===== src/rtl/swc_pkg.sv =====
// types, register codes and duty patterns shared by the square wave channel
`timescale 1ns / 1ps

package swc_pkg;

	typedef enum logic [1:0] {
		ACT_TICK  = 2'd0,
		ACT_READ  = 2'd1,
		ACT_WRITE = 2'd2
	} action_t;

	localparam logic [2:0] REG_DUTY    = 3'd1;
	localparam logic [2:0] REG_FREQ_LO = 3'd3;
	localparam logic [2:0] REG_FREQ_HI = 3'd4;

	localparam logic [7:0] RD_MASK_DUTY  = 8'h3F;
	localparam logic [7:0] RD_MASK_FREQ  = 8'hFF;
	localparam logic [7:0] RD_MASK_CTRL  = 8'hBF;
	localparam logic [3:0] FULL_VOLUME   = 4'd15;
	localparam logic [11:0] FREQ_BASE    = 12'd2048;

	localparam int unsigned IN_TDATA_W  = 16;
	localparam int unsigned OUT_TDATA_W = 16;

	typedef struct packed {
		logic [1:0] action;
		logic [2:0] reg_index;
		logic [7:0] write_data;
	} item_t;

	typedef struct packed {
		logic [7:0] read_data;
		logic [3:0] sample;
	} result_t;

	function automatic logic [7:0] duty_pattern(input logic [1:0] sel);
		logic [7:0] pat;
		case (sel)
			2'd0:    pat = 8'b0000_0001;
			2'd1:    pat = 8'b1000_0001;
			2'd2:    pat = 8'b1000_0111;
			default: pat = 8'b0111_1110;
		endcase
		return pat;
	endfunction

endpackage


===== src/rtl/swc_core.sv =====
// channel state registers and per-word update logic
`timescale 1ns / 1ps

module swc_core import swc_pkg::*; (
	input  logic    clk,
	input  logic    arst_n,
	input  logic    en,
	input  item_t   item,
	output result_t result
);

	logic [1:0]  duty_select_q;
	logic [2:0]  duty_position_q;
	logic [7:0]  freq_low_bits_q;
	logic [2:0]  freq_high_bits_q;
	logic [15:0] period_timer_q;
	logic        output_bit_q;
	logic        channel_on_q;
	logic        length_enable_q;

	logic [1:0]  duty_select_d;
	logic [2:0]  duty_position_d;
	logic [7:0]  freq_low_bits_d;
	logic [2:0]  freq_high_bits_d;
	logic [15:0] period_timer_d;
	logic        output_bit_d;
	logic        channel_on_d;
	logic        length_enable_d;

	logic [15:0] timer_dec;
	logic [15:0] reload_cur;
	logic [15:0] reload_new;
	logic [11:0] span_cur;
	logic [11:0] span_new;
	logic [7:0]  pattern;
	logic [7:0]  rd;

	assign span_cur   = FREQ_BASE - {1'b0, freq_high_bits_q, freq_low_bits_q};
	assign span_new   = FREQ_BASE - {1'b0, item.write_data[2:0], freq_low_bits_q};
	assign reload_cur = {2'b00, span_cur, 2'b00};
	assign reload_new = {2'b00, span_new, 2'b00};
	assign timer_dec  = period_timer_q - 16'd1;
	assign pattern    = duty_pattern(duty_select_q);

	always_comb begin
		duty_select_d    = duty_select_q;
		duty_position_d  = duty_position_q;
		freq_low_bits_d  = freq_low_bits_q;
		freq_high_bits_d = freq_high_bits_q;
		period_timer_d   = period_timer_q;
		output_bit_d     = output_bit_q;
		channel_on_d     = channel_on_q;
		length_enable_d  = length_enable_q;
		rd               = 8'h00;
		case (item.action)
			ACT_TICK: begin
				period_timer_d = timer_dec;
				if (timer_dec == 16'd0) begin
					period_timer_d  = reload_cur;
					output_bit_d    = pattern[duty_position_q];
					duty_position_d = duty_position_q + 3'd1;
				end
			end
			ACT_READ: begin
				case (item.reg_index)
					REG_DUTY:    rd = {duty_select_q, RD_MASK_DUTY[5:0]};
					REG_FREQ_LO: rd = RD_MASK_FREQ;
					REG_FREQ_HI: rd = RD_MASK_CTRL | {1'b0, length_enable_q, 6'b0};
					default:     rd = 8'h00;
				endcase
			end
			ACT_WRITE: begin
				case (item.reg_index)
					REG_DUTY:    duty_select_d = item.write_data[7:6];
					REG_FREQ_LO: freq_low_bits_d = item.write_data;
					REG_FREQ_HI: begin
						length_enable_d  = item.write_data[6];
						freq_high_bits_d = item.write_data[2:0];
						if (item.write_data[7]) begin
							channel_on_d   = 1'b1;
							period_timer_d = reload_new;
						end
					end
					default: ;
				endcase
			end
			default: ;
		endcase
	end

	assign result.read_data = rd;
	assign result.sample    = (channel_on_d && output_bit_d) ? FULL_VOLUME : 4'd0;

	always_ff @(posedge clk or negedge arst_n) begin
		if (!arst_n) begin
			duty_select_q    <= '0;
			duty_position_q  <= '0;
			freq_low_bits_q  <= '0;
			freq_high_bits_q <= '0;
			period_timer_q   <= '0;
			output_bit_q     <= 1'b0;
			channel_on_q     <= 1'b0;
			length_enable_q  <= 1'b0;
		end else if (en) begin
			duty_select_q    <= duty_select_d;
			duty_position_q  <= duty_position_d;
			freq_low_bits_q  <= freq_low_bits_d;
			freq_high_bits_q <= freq_high_bits_d;
			period_timer_q   <= period_timer_d;
			output_bit_q     <= output_bit_d;
			channel_on_q     <= channel_on_d;
			length_enable_q  <= length_enable_d;
		end
	end

endmodule


===== src/rtl/square_wave_channel.sv =====
// top level: input word register, channel core and result register
// two register stages; the result is registered as its word leaves stage one
// throughput: one word per cycle unless the result side stalls the core
// both registers advance together while the result side is free or being taken
// reset: all channel state cleared, both register stages empty
`timescale 1ns / 1ps

module square_wave_channel import swc_pkg::*; (
	input  logic                   clk,
	input  logic                   arst_n,
	input  logic                   s_axis_tvalid,
	output logic                   s_axis_tready,
	input  logic [IN_TDATA_W-1:0]  s_axis_tdata,  // reg_index[2:0], write_data[10:3]
	input  logic [1:0]             s_axis_tuser,  // action[1:0]
	output logic                   m_axis_tvalid,
	input  logic                   m_axis_tready,
	output logic [OUT_TDATA_W-1:0] m_axis_tdata   // read_data[7:0], sample[11:8]
);

	item_t   item_s1;
	logic    valid_s1;
	result_t result_s2;
	logic    valid_s2;
	result_t core_result;
	logic    advance;

	assign advance       = valid_s1 && (!valid_s2 || m_axis_tready);
	assign s_axis_tready = !valid_s1 || advance;

	always_ff @(posedge clk or negedge arst_n) begin
		if (!arst_n) begin
			valid_s1 <= 1'b0;
		end else if (s_axis_tready) begin
			valid_s1 <= s_axis_tvalid;
		end
	end

	always_ff @(posedge clk) begin
		if (s_axis_tready && s_axis_tvalid) begin
			item_s1.action     <= s_axis_tuser;
			item_s1.reg_index  <= s_axis_tdata[2:0];
			item_s1.write_data <= s_axis_tdata[10:3];
		end
	end

	swc_core u_core (
		.clk    (clk),
		.arst_n (arst_n),
		.en     (advance),
		.item   (item_s1),
		.result (core_result)
	);

	always_ff @(posedge clk or negedge arst_n) begin
		if (!arst_n) begin
			valid_s2 <= 1'b0;
		end else if (!valid_s2 || m_axis_tready) begin
			valid_s2 <= valid_s1;
		end
	end

	always_ff @(posedge clk) begin
		if (advance) begin
			result_s2 <= core_result;
		end
	end

	assign m_axis_tvalid = valid_s2;
	assign m_axis_tdata  = {4'h0, result_s2.sample, result_s2.read_data};

endmodule


===== config.mk =====
export PLATFORM = sky130hd
export DESIGN_NAME = square_wave_channel
export DESIGN_NICKNAME = d
export VERILOG_FILES = /design/src/rtl/swc_pkg.sv /design/src/rtl/swc_core.sv /design/src/rtl/square_wave_channel.sv
export SDC_FILE = /design/constraint.sdc
export NUM_CORES = 1
export LEC_CHECK = 0
export BUFFER_PORTS_ARGS = -buffer_cell sky130_fd_sc_hd__buf_2
export CORE_MARGIN = 4
export CORE_UTILIZATION = 45
export CTS_BUF_LIST = sky130_fd_sc_hd__clkbuf_8
export DETAILED_ROUTE_END_ITERATION = 8
export GPL_TIMING_DRIVEN = 0
export PLACE_DENSITY = 0.67
export REMOVE_ABC_BUFFERS = 1
export SYNTH_ARGS = -nofsm -noshare
export SYNTH_HDL_FRONTEND = slang
export SYNTH_SLANG_ARGS = --single-unit

===== constraint.sdc =====
create_clock -name clk -period 3 [get_ports clk]
set_input_delay 0.6 -clock clk [delete_from_list [all_inputs] [get_ports clk]]
set_output_delay 0.6 -clock clk [all_outputs]
set_load 0.1 [all_outputs]

Yosys cells after proc, flatten, opt, wreduce, memory -nomap -nowiden
Cells that the tools add are included.

Bits in registers: 62. Bits of input ports: 22. Output and inout bits: 18. Word-level logic and storage cells: 59.

$add $sub $neg: 4. $lt $le $gt $ge: 1. Equal/unequal tests: 9. Mux-type cells: 14. Reductions and logical operators: 16.

Operators with widths (number): 2-to-1 mux 16 bit (3); one-hot mux 8 bit (3 select lines) (2); one-hot mux 16 bit (2 select lines) (1); subtractor 12 x 11 -> 12 bit, first input constant (2); logical NOT 16 bit (1); subtractor 16 x 1 -> 16 bit, second input constant (1); AND reduction 3 bit (4); 2-to-1 mux 1 bit (6); equality test 2 x 1 -> 1 bit, second input constant (2); equality test 2 bit, second input constant (2); logical NOT 2 bit (2); less-than comparator 3 x 4 -> 1 bit, second input constant (1); 2-to-1 mux 4 bit (1); AND reduction 4 bit (1); adder 3 x 1 -> 3 bit, second input constant (1); binary-select mux 1 bit (select 3 bit) (1); equality test 3 x 1 -> 1 bit, second input constant (1); equality test 3 x 2 -> 1 bit, second input constant (1); equality test 3 bit, second input constant (1); logical AND 1 bit (3); logical NOT 1 bit (2); logical OR 1 bit (2); != test 2 x 1 -> 1 bit, second input constant (1); != test 2 bit, second input constant (1); nonzero test 2 bit (1).

Depth between registers and ports, before layout
Gate-level depths: netlist of the first run.

Depth in word-level cells: 8. Depth in mapped cells: 8. Mapped depth without buffers: 7.

Modules after synthesis
A second synthesis of the first run with hierarchy kept.

Cells, all modules: 302. Area total of the unflattened synthesis: 3299.4 um^2.

By module, submodules not included: swc_core (instances 1, cells an instance 264, area each 2411.1 um^2, sequential area each 875.8 um^2); square_wave_channel (instances 1, cells an instance 38, area each 888.4 um^2, sequential area each 800.8 um^2).

Worst setup path after synthesis of the first run
No wires, ideal clock.

Kind: reg2reg. Start: register u_core.period_timer_q[0]. End: register u_core.duty_position_q[1]. Data arrival time: 2842 ps. Required time: 2873 ps. Path slack: 30 ps. Cell stages (with the launch flop): 9. Path through: dfrtp_1 clkbuf_1 inv_1 ha_1 or4b_1 or3_4 a311o_1 nor4_2 mux2_1.

Longest elaborated chain between the ends: 3.

RTL lines: start: declaration (line swc_core.sv:16) `logic [15:0] period_timer_q;`; start signal: assignment (line swc_core.sv:109) `period_timer_q <= period_timer_d;`; subtractor 16 x 1 -> 16 bit (line swc_core.sv:42) `assign timer_dec = period_timer_q - 16'd1;`; logical NOT 16 bit (line swc_core.sv:58) `if (timer_dec == 16'd0) begin`; AND reduction 3 bit (no line); end signal: assignment (line swc_core.sv:106) `duty_position_q <= duty_position_d;`; end: declaration (line swc_core.sv:13) `logic [2:0] duty_position_q;`.

No other way between the ends. A chain may end at the register's enable or synchronous reset.

Worst setup path after layout of the first run
Start: register u_core.period_timer_q[1]. End: register u_core.duty_position_q[2].

Same word-level chain as after synthesis.

==> metrics, run 1 <==
DRT antenna net count 0; largest family of logic cells by synthesized area simple AND/OR/NAND/NOR gates; Die ar. 8526 sq um; main flop type after synthesis dfrtp_1; I/O Pins 40; sequential element share of the synthesized area 44.88%; GP Congestion 0.8442; CTS buffer count 5; # setup viols final 0; Final min period 2.880 ns; Synth Area in Compound Gates 16.77%; Pwr per Cell Area 643.0 nW/um^2; hold buffer count at cts 0; CP max FO 9; CTS clk-pin slew, worst paths 0.11 ns; average wire per standard cell 15.79 microns; Yosys top cell area share 28.93%; vias in the first global route 2271; leading post-synthesis cells by cell area dfrtp_1, edfxtp_1, mux2_2, buf_4, o21ai_0; Critical Path RT 3.20 ns; initial antenna violation count 0; Post-Route WL 6725 microns; chip width 92.34 microns; MaxCap Viol Count 0; crit-path max cell delay 0.56 ns; CP Class register to register; Area Growth Syn to Fin 10.52%; gr usage total 16.11%; pin count of the biggest net entering global routing 38; Site Rows 30; Initial DRC Count 227; number of hold violations in the final report 0; period utilization 96.01%; post-synthesis register bit count 54; root buffer cell clkbuf_8; fraction of layout cells with a size suffix above 1 24.24%; WP data arrival 3.08 ns; adder-cell share of the synthesized area 2.658%; synth unique cells 69; Rel. slew slack 11.63%; Layout Skew 0.006948 ns; Max Buffers Root-to-Sink 2; status finished, final reports clean; most frequent cells in the layout dfrtp_1, buf_2, nor2_1, edfxtp_1, o21ai_0; drt via density 5.732; ant diodes 0; setup_tns 0 ns; Worst-Skew Late Latency 0.31 ns; f_max 347.2 MHz; Max IR drop VDD 0.3790 mV; most common cell after layout, fill and taps aside dfrtp_1; Port Buffers 30; number of flops mapped to enable cells by yosys 17; DPL Wire Length 4771 microns; worst-path cell chain inv_1, ha_2, or4b_1, or3_4, a311o_1, or4_1, xnor2_1; critical path endpoint category register; slowest stage cell, crit path or4_1; post-synthesis mux area share 6.294%; Post-Syn Area 3201 sq um; final core utilization 51.49%; total number of vias 2442; FFs w/ async S/R, synth 68.52%; Final Power 0.002274 W; warnings from Yosys 0; fin nets 357; CP top delay family simple AND/OR/NAND/NOR gates; Avg Cell Area, Syn 10.29 sq um; Die Y 92.34 microns; CTS tree yes; CP startpoint kind register; max-slew violations 0; global-route wire length before repair 11210 microns; global route overflow 0; H-tree levels 2; Least-Margin Pin Slew 1.323 ns; LEAKAGE 1.375 nW; simple-gate share of the synthesized area 19.19%; worst hold path type input pin to asynchronous set/reset pin; core region area 6869 sq um; Synth Area in XOR/XNOR 3.831%; Yosys top cell by area dfrtp_1; Syn Inst Count 311; DR DRC count 0; drt pass-1 iters 4; Clock Sinks 54; worst path bufs/invs 1; Starting Density 46.59%
[path summary, 6_finish.rpt]
check | start | to | slack [ns] | cells past startpoint
worst max-delay path | u_core.period_timer_q[1] | u_core.duty_position_q[2] | 0.12 | 7
worst min-delay path | arst_n | u_core.freq_low_bits_q[0] | 0.38 | 1
worst max register to register | u_core.period_timer_q[1] | u_core.duty_position_q[2] | 0.12 | 7
worst min register to register | u_core.channel_on_q | u_core.channel_on_q | 0.48 | 1
max in group asynchronous | arst_n | u_core.period_timer_q[1] | 2.01 | 1
min in group clk | s_axis_tdata[3] | item_s1[0] | 0.46 | 1
[cells by family (layout without fill, tap and decap cells)]
family,count (synthesis),in the layout
AND/OR/NAND/NOR,107,107
AO/OA/AOI/OAI,71,71
flip-flops,54,54
buffers and inverters,39,55
multiplexers,18,18
XOR/XNOR,14,14
adder cells (fa/ha/maj),7,7
other,1,4
[registers in the layout (all words and copies together), names as in the netlist]
signal	flops
u_core.period_timer_q	16
item_s1	13
u_core.freq_low_bits_q	8
m_axis_tdata	4
u_core.duty_position_q	3
u_core.freq_high_bits_q	3
u_core.duty_select_q	2
m_axis_tvalid	1
u_core.channel_on_q	1
u_core.length_enable_q	1
u_core.output_bit_q	1
valid_s1	1
[what timing repair did]
| item | CTS | global route |
|---|---|---|
| gates resized for setup | 5 | 5 |
| setup buffers | 0 | 6 |
| pin swaps | 1 | 2 |
| gates cloned | 0 | 0 |
| setup endpoints to repair | 5 | 15 |
[per-layer routing]
metal,GRT usage (%),part of all wire (%),vias up
met4,5.198,1.4,0
li1,-,-,1201
met2,25.74,47,66
met5,0,0,-
met3,2.437,4.9,8
met1,22.49,47,1167
[layout make-up]
type                       instances  area, sq um
tap                               96        120.1
sequential                        54         1439
multi-input combinational        221         1644
inverter                          11        41.29
timing repair buffer              36        195.2
clock buffer                       5        68.82
fill                             624         3332
clock inverter                     3        28.78
[where the power goes]
group	total, W	switching, W	internal, W
combinational	0.000761	0.000454	0.000307
sequential	0.00108	0.000189	0.000890
clock	0.000434	0.000260	0.000174
total	0.00227	0.000903	0.00137
[per-stage QoR]
| step | worst slack [ns] | area (sq um) | std cells | hold slack, ns |
|---|---|---|---|---|
| 3_5_place_dp | -0.1456 | 3329 | 412 | 0.4507 |
| 5_1_grt | -0.00005818 | 3537 | 426 | 0.4398 |
| 6_report | 0.1196 | 3537 | 426 | 0.3833 |
| 2_1_floorplan | -1.532 | 3053 | 286 | 0.3044 |
| 4_1_cts | 0.03532 | 3455 | 420 | 0.4172 |
| 3_3_place_gp | -0.08897 | 3323 | 412 | 0.4440 |
[cell usage after synthesis (4+ instances only)]
cell type,n
a21oi_1,6
nor4_1,9
inv_1,11
nor2b_1,4
buf_4,12
nand3_1,14
nor2_1,21
xor2_1,5
dfrtp_1,37
o31ai_1,5
xnor2_1,9
clkbuf_1,14
o211ai_1,5
ha_1,6
nand4_1,6
nand2_1,11
nand2b_1,5
edfxtp_1,17
o21ai_0,16
nor3_1,8
mux2_2,15
Power figures use the tool's default switching activity.
==> run 2: changes to the inputs <==
BUFFER_PORTS_ARGS = not set   (was -buffer_cell sky130_fd_sc_hd__buf_2)
CORE_ASPECT_RATIO = 0.6   (was not set)
CORE_UTILIZATION = 60   (was 45)
DONT_BUFFER_PORTS = 1   (was not set)
PLACE_DENSITY = 0.79   (was 0.67)
==> run 2 against run 1 <==
Compared with the run above:
- the flow now finishes with violations (setup timing)
- clock power rose by 15%
- sequential power rose by 5%
- maximum frequency down 4.2%
- setup slack worse by 0.13 ns
- register-to-register slack better by 0.02 ns
- critical path type is now register to output port
- critical endpoint is now m_axis_tdata[0]
==> metrics, run 2 (synthesized netlist as in run 1, its figures left out) <==
status finished, violations left; failing checks setup timing; max-slew violations 0; chip width 102.3 microns; fraction of layout cells with a size suffix above 1 19.16%; worst hold path type input pin to asynchronous set/reset pin; Max Buffers Root-to-Sink 2; max reg flops 16; drt pass-1 iters 5; H-tree levels 2; drt via density 6.930; Pwr per Cell Area 672.1 nW/um^2; average wire per standard cell 20.89 microns; Final Power 0.002424 W; Final min period 3.006 ns; Cells after DPL 360; WP data arrival 2.41 ns; Clock Sinks 54; vias in the first global route 2291; DRT antenna net count 0; period utilization 100.2%; most frequent cells in the layout dfrtp_1, nor2_1, edfxtp_1, o21ai_0, mux2_2; top flop regs u_core.period_timer_q x16, item_s1 x13, u_core.freq_low_bits_q x8; fin nets 335; most common cell after layout, fill and taps aside dfrtp_1; global-route wire length before repair 12250 microns; critical path endpoint category output port; CTS tree yes; total number of vias 2592; MaxCap Viol Count 0; Post-Route WL 7814 microns; Min Hold Slack 0.1093 ns; fin cells 374; Max IR drop VDD 0.3609 mV; pin count of the biggest net entering global routing 38; Least-Margin Pin Slew 1.373 ns; CTS buffer count 5; Rel. slew slack 8.300%; Initial DRC Count 275; GP Congestion 0.9067; core region area 5105 sq um; global route overflow 0; root buffer cell clkbuf_8; Starting Density 62.70%; CP startpoint kind register; DR DRC count 0; I/O Pins 40; Worst Slack Setup Final -0.006329 ns; Die Y 64.58 microns; ant diodes 0; LEAKAGE 1.370 nW; f_max 332.6 MHz; Port Buffers 0; gr usage total 24.26%; Layout Skew 0.007522 ns; # setup viols final 1; Worst-Skew Late Latency 0.31 ns; Critical Path RT 2.40 ns; Area Growth Syn to Fin 12.67%; number of hold violations in the final report 0; initial antenna violation count 0; CTS clk-pin slew, worst paths 0.10 ns; RSZ-0062 raised after global routing yes; DPL Wire Length 5597 microns; CP Class register to output port; Site Rows 20; CP max FO 2; Largest Register u_core.period_timer_q; Die ar. 6605 sq um
run 2: critical path, cell delays in order, from the launching register on:
cell and delay [ns]:
edfxtp_1 1.05, buf_16 0.26, buf_16 0.20, buf_16 0.19
buf_16 0.19, buf_16 0.18
run 2: per-stage QoR:
step / TNS, ns / setup slack (ns) / instance area (sq um) / util [%]
final: -0.006329 / -0.006329 / 3606 / 70.64
after floorplan: -10.47 / -1.532 / 3053 / -
after CTS: -0.01553 / -0.01553 / 3522 / 69.00
after detailed placement: -2.453 / -0.2142 / 3362 / 65.86
after global placement: -11.26 / -1.547 / 3136 / 61.42
after global routing: -0.03499 / -0.03499 / 3606 / 70.64
run 2: layout make-up:
type,count,area (sq um)
inverters,11,41.29
multi-input cells,221,1653
fillers,358,1499
clock inverters,3,42.54
repair buffers,14,277.8
flip-flops and latches,54,1440
well taps,66,82.58
clock buffers,5,68.82
run 2: what timing repair did:
action                                  in CTS  in global routing
endpoints found under the setup margin      28                 16
hold buffers                                 1                  0
pin swaps                                    3                  2
buffers inserted                             0                  5
endpoints found under the hold margin       37                  0
resized for setup                            6                  6
run 2: layer usage:
layer | GRT usage (%) | wire length [microns] | up-vias
li1 | - | - | 1160
met1 | 37.03 | 3399 | 1266
met2 | 34.95 | 3525 | 149
met3 | 5.269 | 773 | 17
met4 | 6.056 | 116 | 0
met5 | 0 | 0 | -
run 2: final timing paths:
kind | start | endpoint | slack [ns] | depth (start not counted)
max | m_axis_tdata[5] | m_axis_tdata[0] | -0.006 | 5
min | arst_n | u_core.period_timer_q[14] | 0.11 | 1
max reg2reg | u_core.period_timer_q[0] | u_core.duty_position_q[1] | 0.14 | 7
min reg2reg | u_core.channel_on_q | u_core.channel_on_q | 0.47 | 1
max in group asynchronous | arst_n | m_axis_tvalid | 2.68 | 1
min in group clk | s_axis_tuser[0] | item_s1[11] | 0.38 | 0
run 2: power breakdown:
part / switching [W] / internal (W) / leakage, nW
clock: 0.000249 / 0.000249 / 0.0562
combinational: 0.000464 / 0.000331 / 0.688
sequential: 0.000240 / 0.000890 / 0.626
==> run 3: changes to the inputs <==
CELL_PAD_IN_SITES_DETAIL_PLACEMENT = 1   (was not set)
CELL_PAD_IN_SITES_GLOBAL_PLACEMENT = 1   (was not set)
CORE_UTILIZATION = 47   (was 60)
SKIP_CTS_REPAIR_TIMING = 1   (was not set)
==> run 3 against run 2 <==
Compared with the run above:
- the flow still finishes with violations (setup timing)
- sequential cell count unchanged
- highest routed layer unchanged
- total power decreased by 1.0%
- first-iteration DRC count decreased by 45%
- largest power group unchanged
- largest cell class unchanged
- clock skew increased by 0.0049 ns
==> metrics, run 3 (synthesized netlist as in run 1, its figures left out) <==
Clock Sinks 54; CP startpoint kind register; Starting Density 50.33%; reg2reg end u_core.duty_position_q[1]; Reg2Reg Setup Slack 0.11 ns; max-slew violations 0; Layout Skew 0.01246 ns; Max Buffers Root-to-Sink 2; CP max FO 2; status finished, violations left; most common cell after layout, fill and taps aside dfrtp_1; Least-Margin Pin Slew 1.277 ns; WP data arrival 2.45 ns; period utilization 101.6%; CTS tree yes; Die ar. 8237 sq um; core region area 6359 sq um; I/O Pins 40; gr usage total 22.43%; Rel. slew slack 14.71%; drt pass-1 iters 4; ant diodes 0; Initial DRC Count 150; DR DRC count 0; # setup viols final 1; max reg flops 16; failing checks setup timing; final core utilization 57.06%; Site Rows 22; total number of vias 2580; initial antenna violation count 0; average wire per standard cell 23.35 microns; number of hold violations in the final report 0; CTS clk-pin slew, worst paths 0.11 ns; DRT antenna net count 0; vias in the first global route 2632; pin count of the biggest net entering global routing 38; drt via density 6.548; H-tree levels 2; RR Startpoint u_core.period_timer_q[6]; Die Y 71.92 microns; worst hold path type input pin to asynchronous set/reset pin; f_max 328.2 MHz; GP Congestion 0.8998; R2R cell count 6; Pwr per Cell Area 661.1 nW/um^2; met3 usage 4.417%; MaxCap Viol Count 0; fraction of layout cells with a size suffix above 1 20.00%; CP Class register to output port; chip width 114.5 microns; Port Buffers 0; setup_tns -0.04732 ns; Final min period 3.047 ns; LEAKAGE 1.372 nW; Worst Slack Setup Final -0.04732 ns; Min Hold Slack 0.08315 ns; fin nets 337; Max IR drop VDD 0.4070 mV; GR Util met1 32.59%; CTS buffer count 5; RSZ-0062 raised after global routing yes; DPL Wire Length 6713 microns; Critical Path RT 2.40 ns; met2 Use GR 34.69%; global-route wire length before repair 14280 microns; Most Crowded Layer GR met2; top flop regs u_core.period_timer_q x16, item_s1 x13, u_core.freq_low_bits_q x8; Post-Route WL 9201 microns; Worst-Skew Late Latency 0.33 ns; Area Growth Syn to Fin 13.37%; global route overflow 0; root buffer cell clkbuf_8; most frequent cells in the layout dfrtp_1, nor2_1, edfxtp_1, o21ai_0, mux2_2; critical path endpoint category output port; Largest Register u_core.period_timer_q
run 3: critical path, cell delays in order, from the launching register on:
cell      delay, ns
edfxtp_1       1.06
buf_16         0.27
buf_16         0.20
buf_16         0.20
buf_16         0.20
buf_16         0.18
run 3: layout make-up:
cell class              instances  area, sq um
repair buffers                 16        300.3
multi-input cells             221         1655
fillers                       675         2730
clock buffers                   5        68.82
clock inverters                 3        17.52
flip-flops and latches         54         1440
well taps                      84        105.1
inverters                      11        41.29
run 3: metal layers:
metal  vias to the layer above  part of all wire, %
met5                         -                    0
met4                         0                  1.8
met3                        15                  5.7
met2                        86                   46
met1                      1318                   47
li1                       1161                    -
run 3: how the worst max path moves through the flow:
stage / cells past startpoint / to / slack, ns / startpoint
final: 5 / m_axis_tdata[2] / -0.05 / m_axis_tdata[5]
after global routing: 5 / m_axis_tdata[2] / -0.07 / m_axis_tdata[5]
after CTS: 7 / u_core.period_timer_q[9] / -0.40 / u_core.period_timer_q[1]
after detailed placement: 7 / u_core.period_timer_q[3] / -0.35 / u_core.period_timer_q[1]
after global placement: 0 / m_axis_tdata[2] / -1.55 / m_axis_tdata[5]
after floorplan: 0 / m_axis_tdata[0] / -1.53 / m_axis_tdata[5]
run 3: where the power goes:
part           total, W  switching, W  internal (W)
combinational  0.000830      0.000488      0.000341
clock          0.000425      0.000261      0.000164
sequential      0.00114      0.000254      0.000890
total           0.00240       0.00100       0.00140
run 3: metrics by stage:
| step | total power [W] | cell area (sq um) | setup WS [ns] | std cells |
|---|---|---|---|---|
| after floorplan | 0.001600 | 3053 | -1.532 | 286 |
| after global placement | 0.001759 | 3158 | -1.552 | 370 |
| after detailed placement | 0.001874 | 3385 | -0.3499 | 378 |
| after CTS | 0.002292 | 3471 | -0.3967 | 386 |
| after global routing | 0.002514 | 3628 | -0.07324 | 394 |
| final | 0.002399 | 3628 | -0.04732 | 394 |
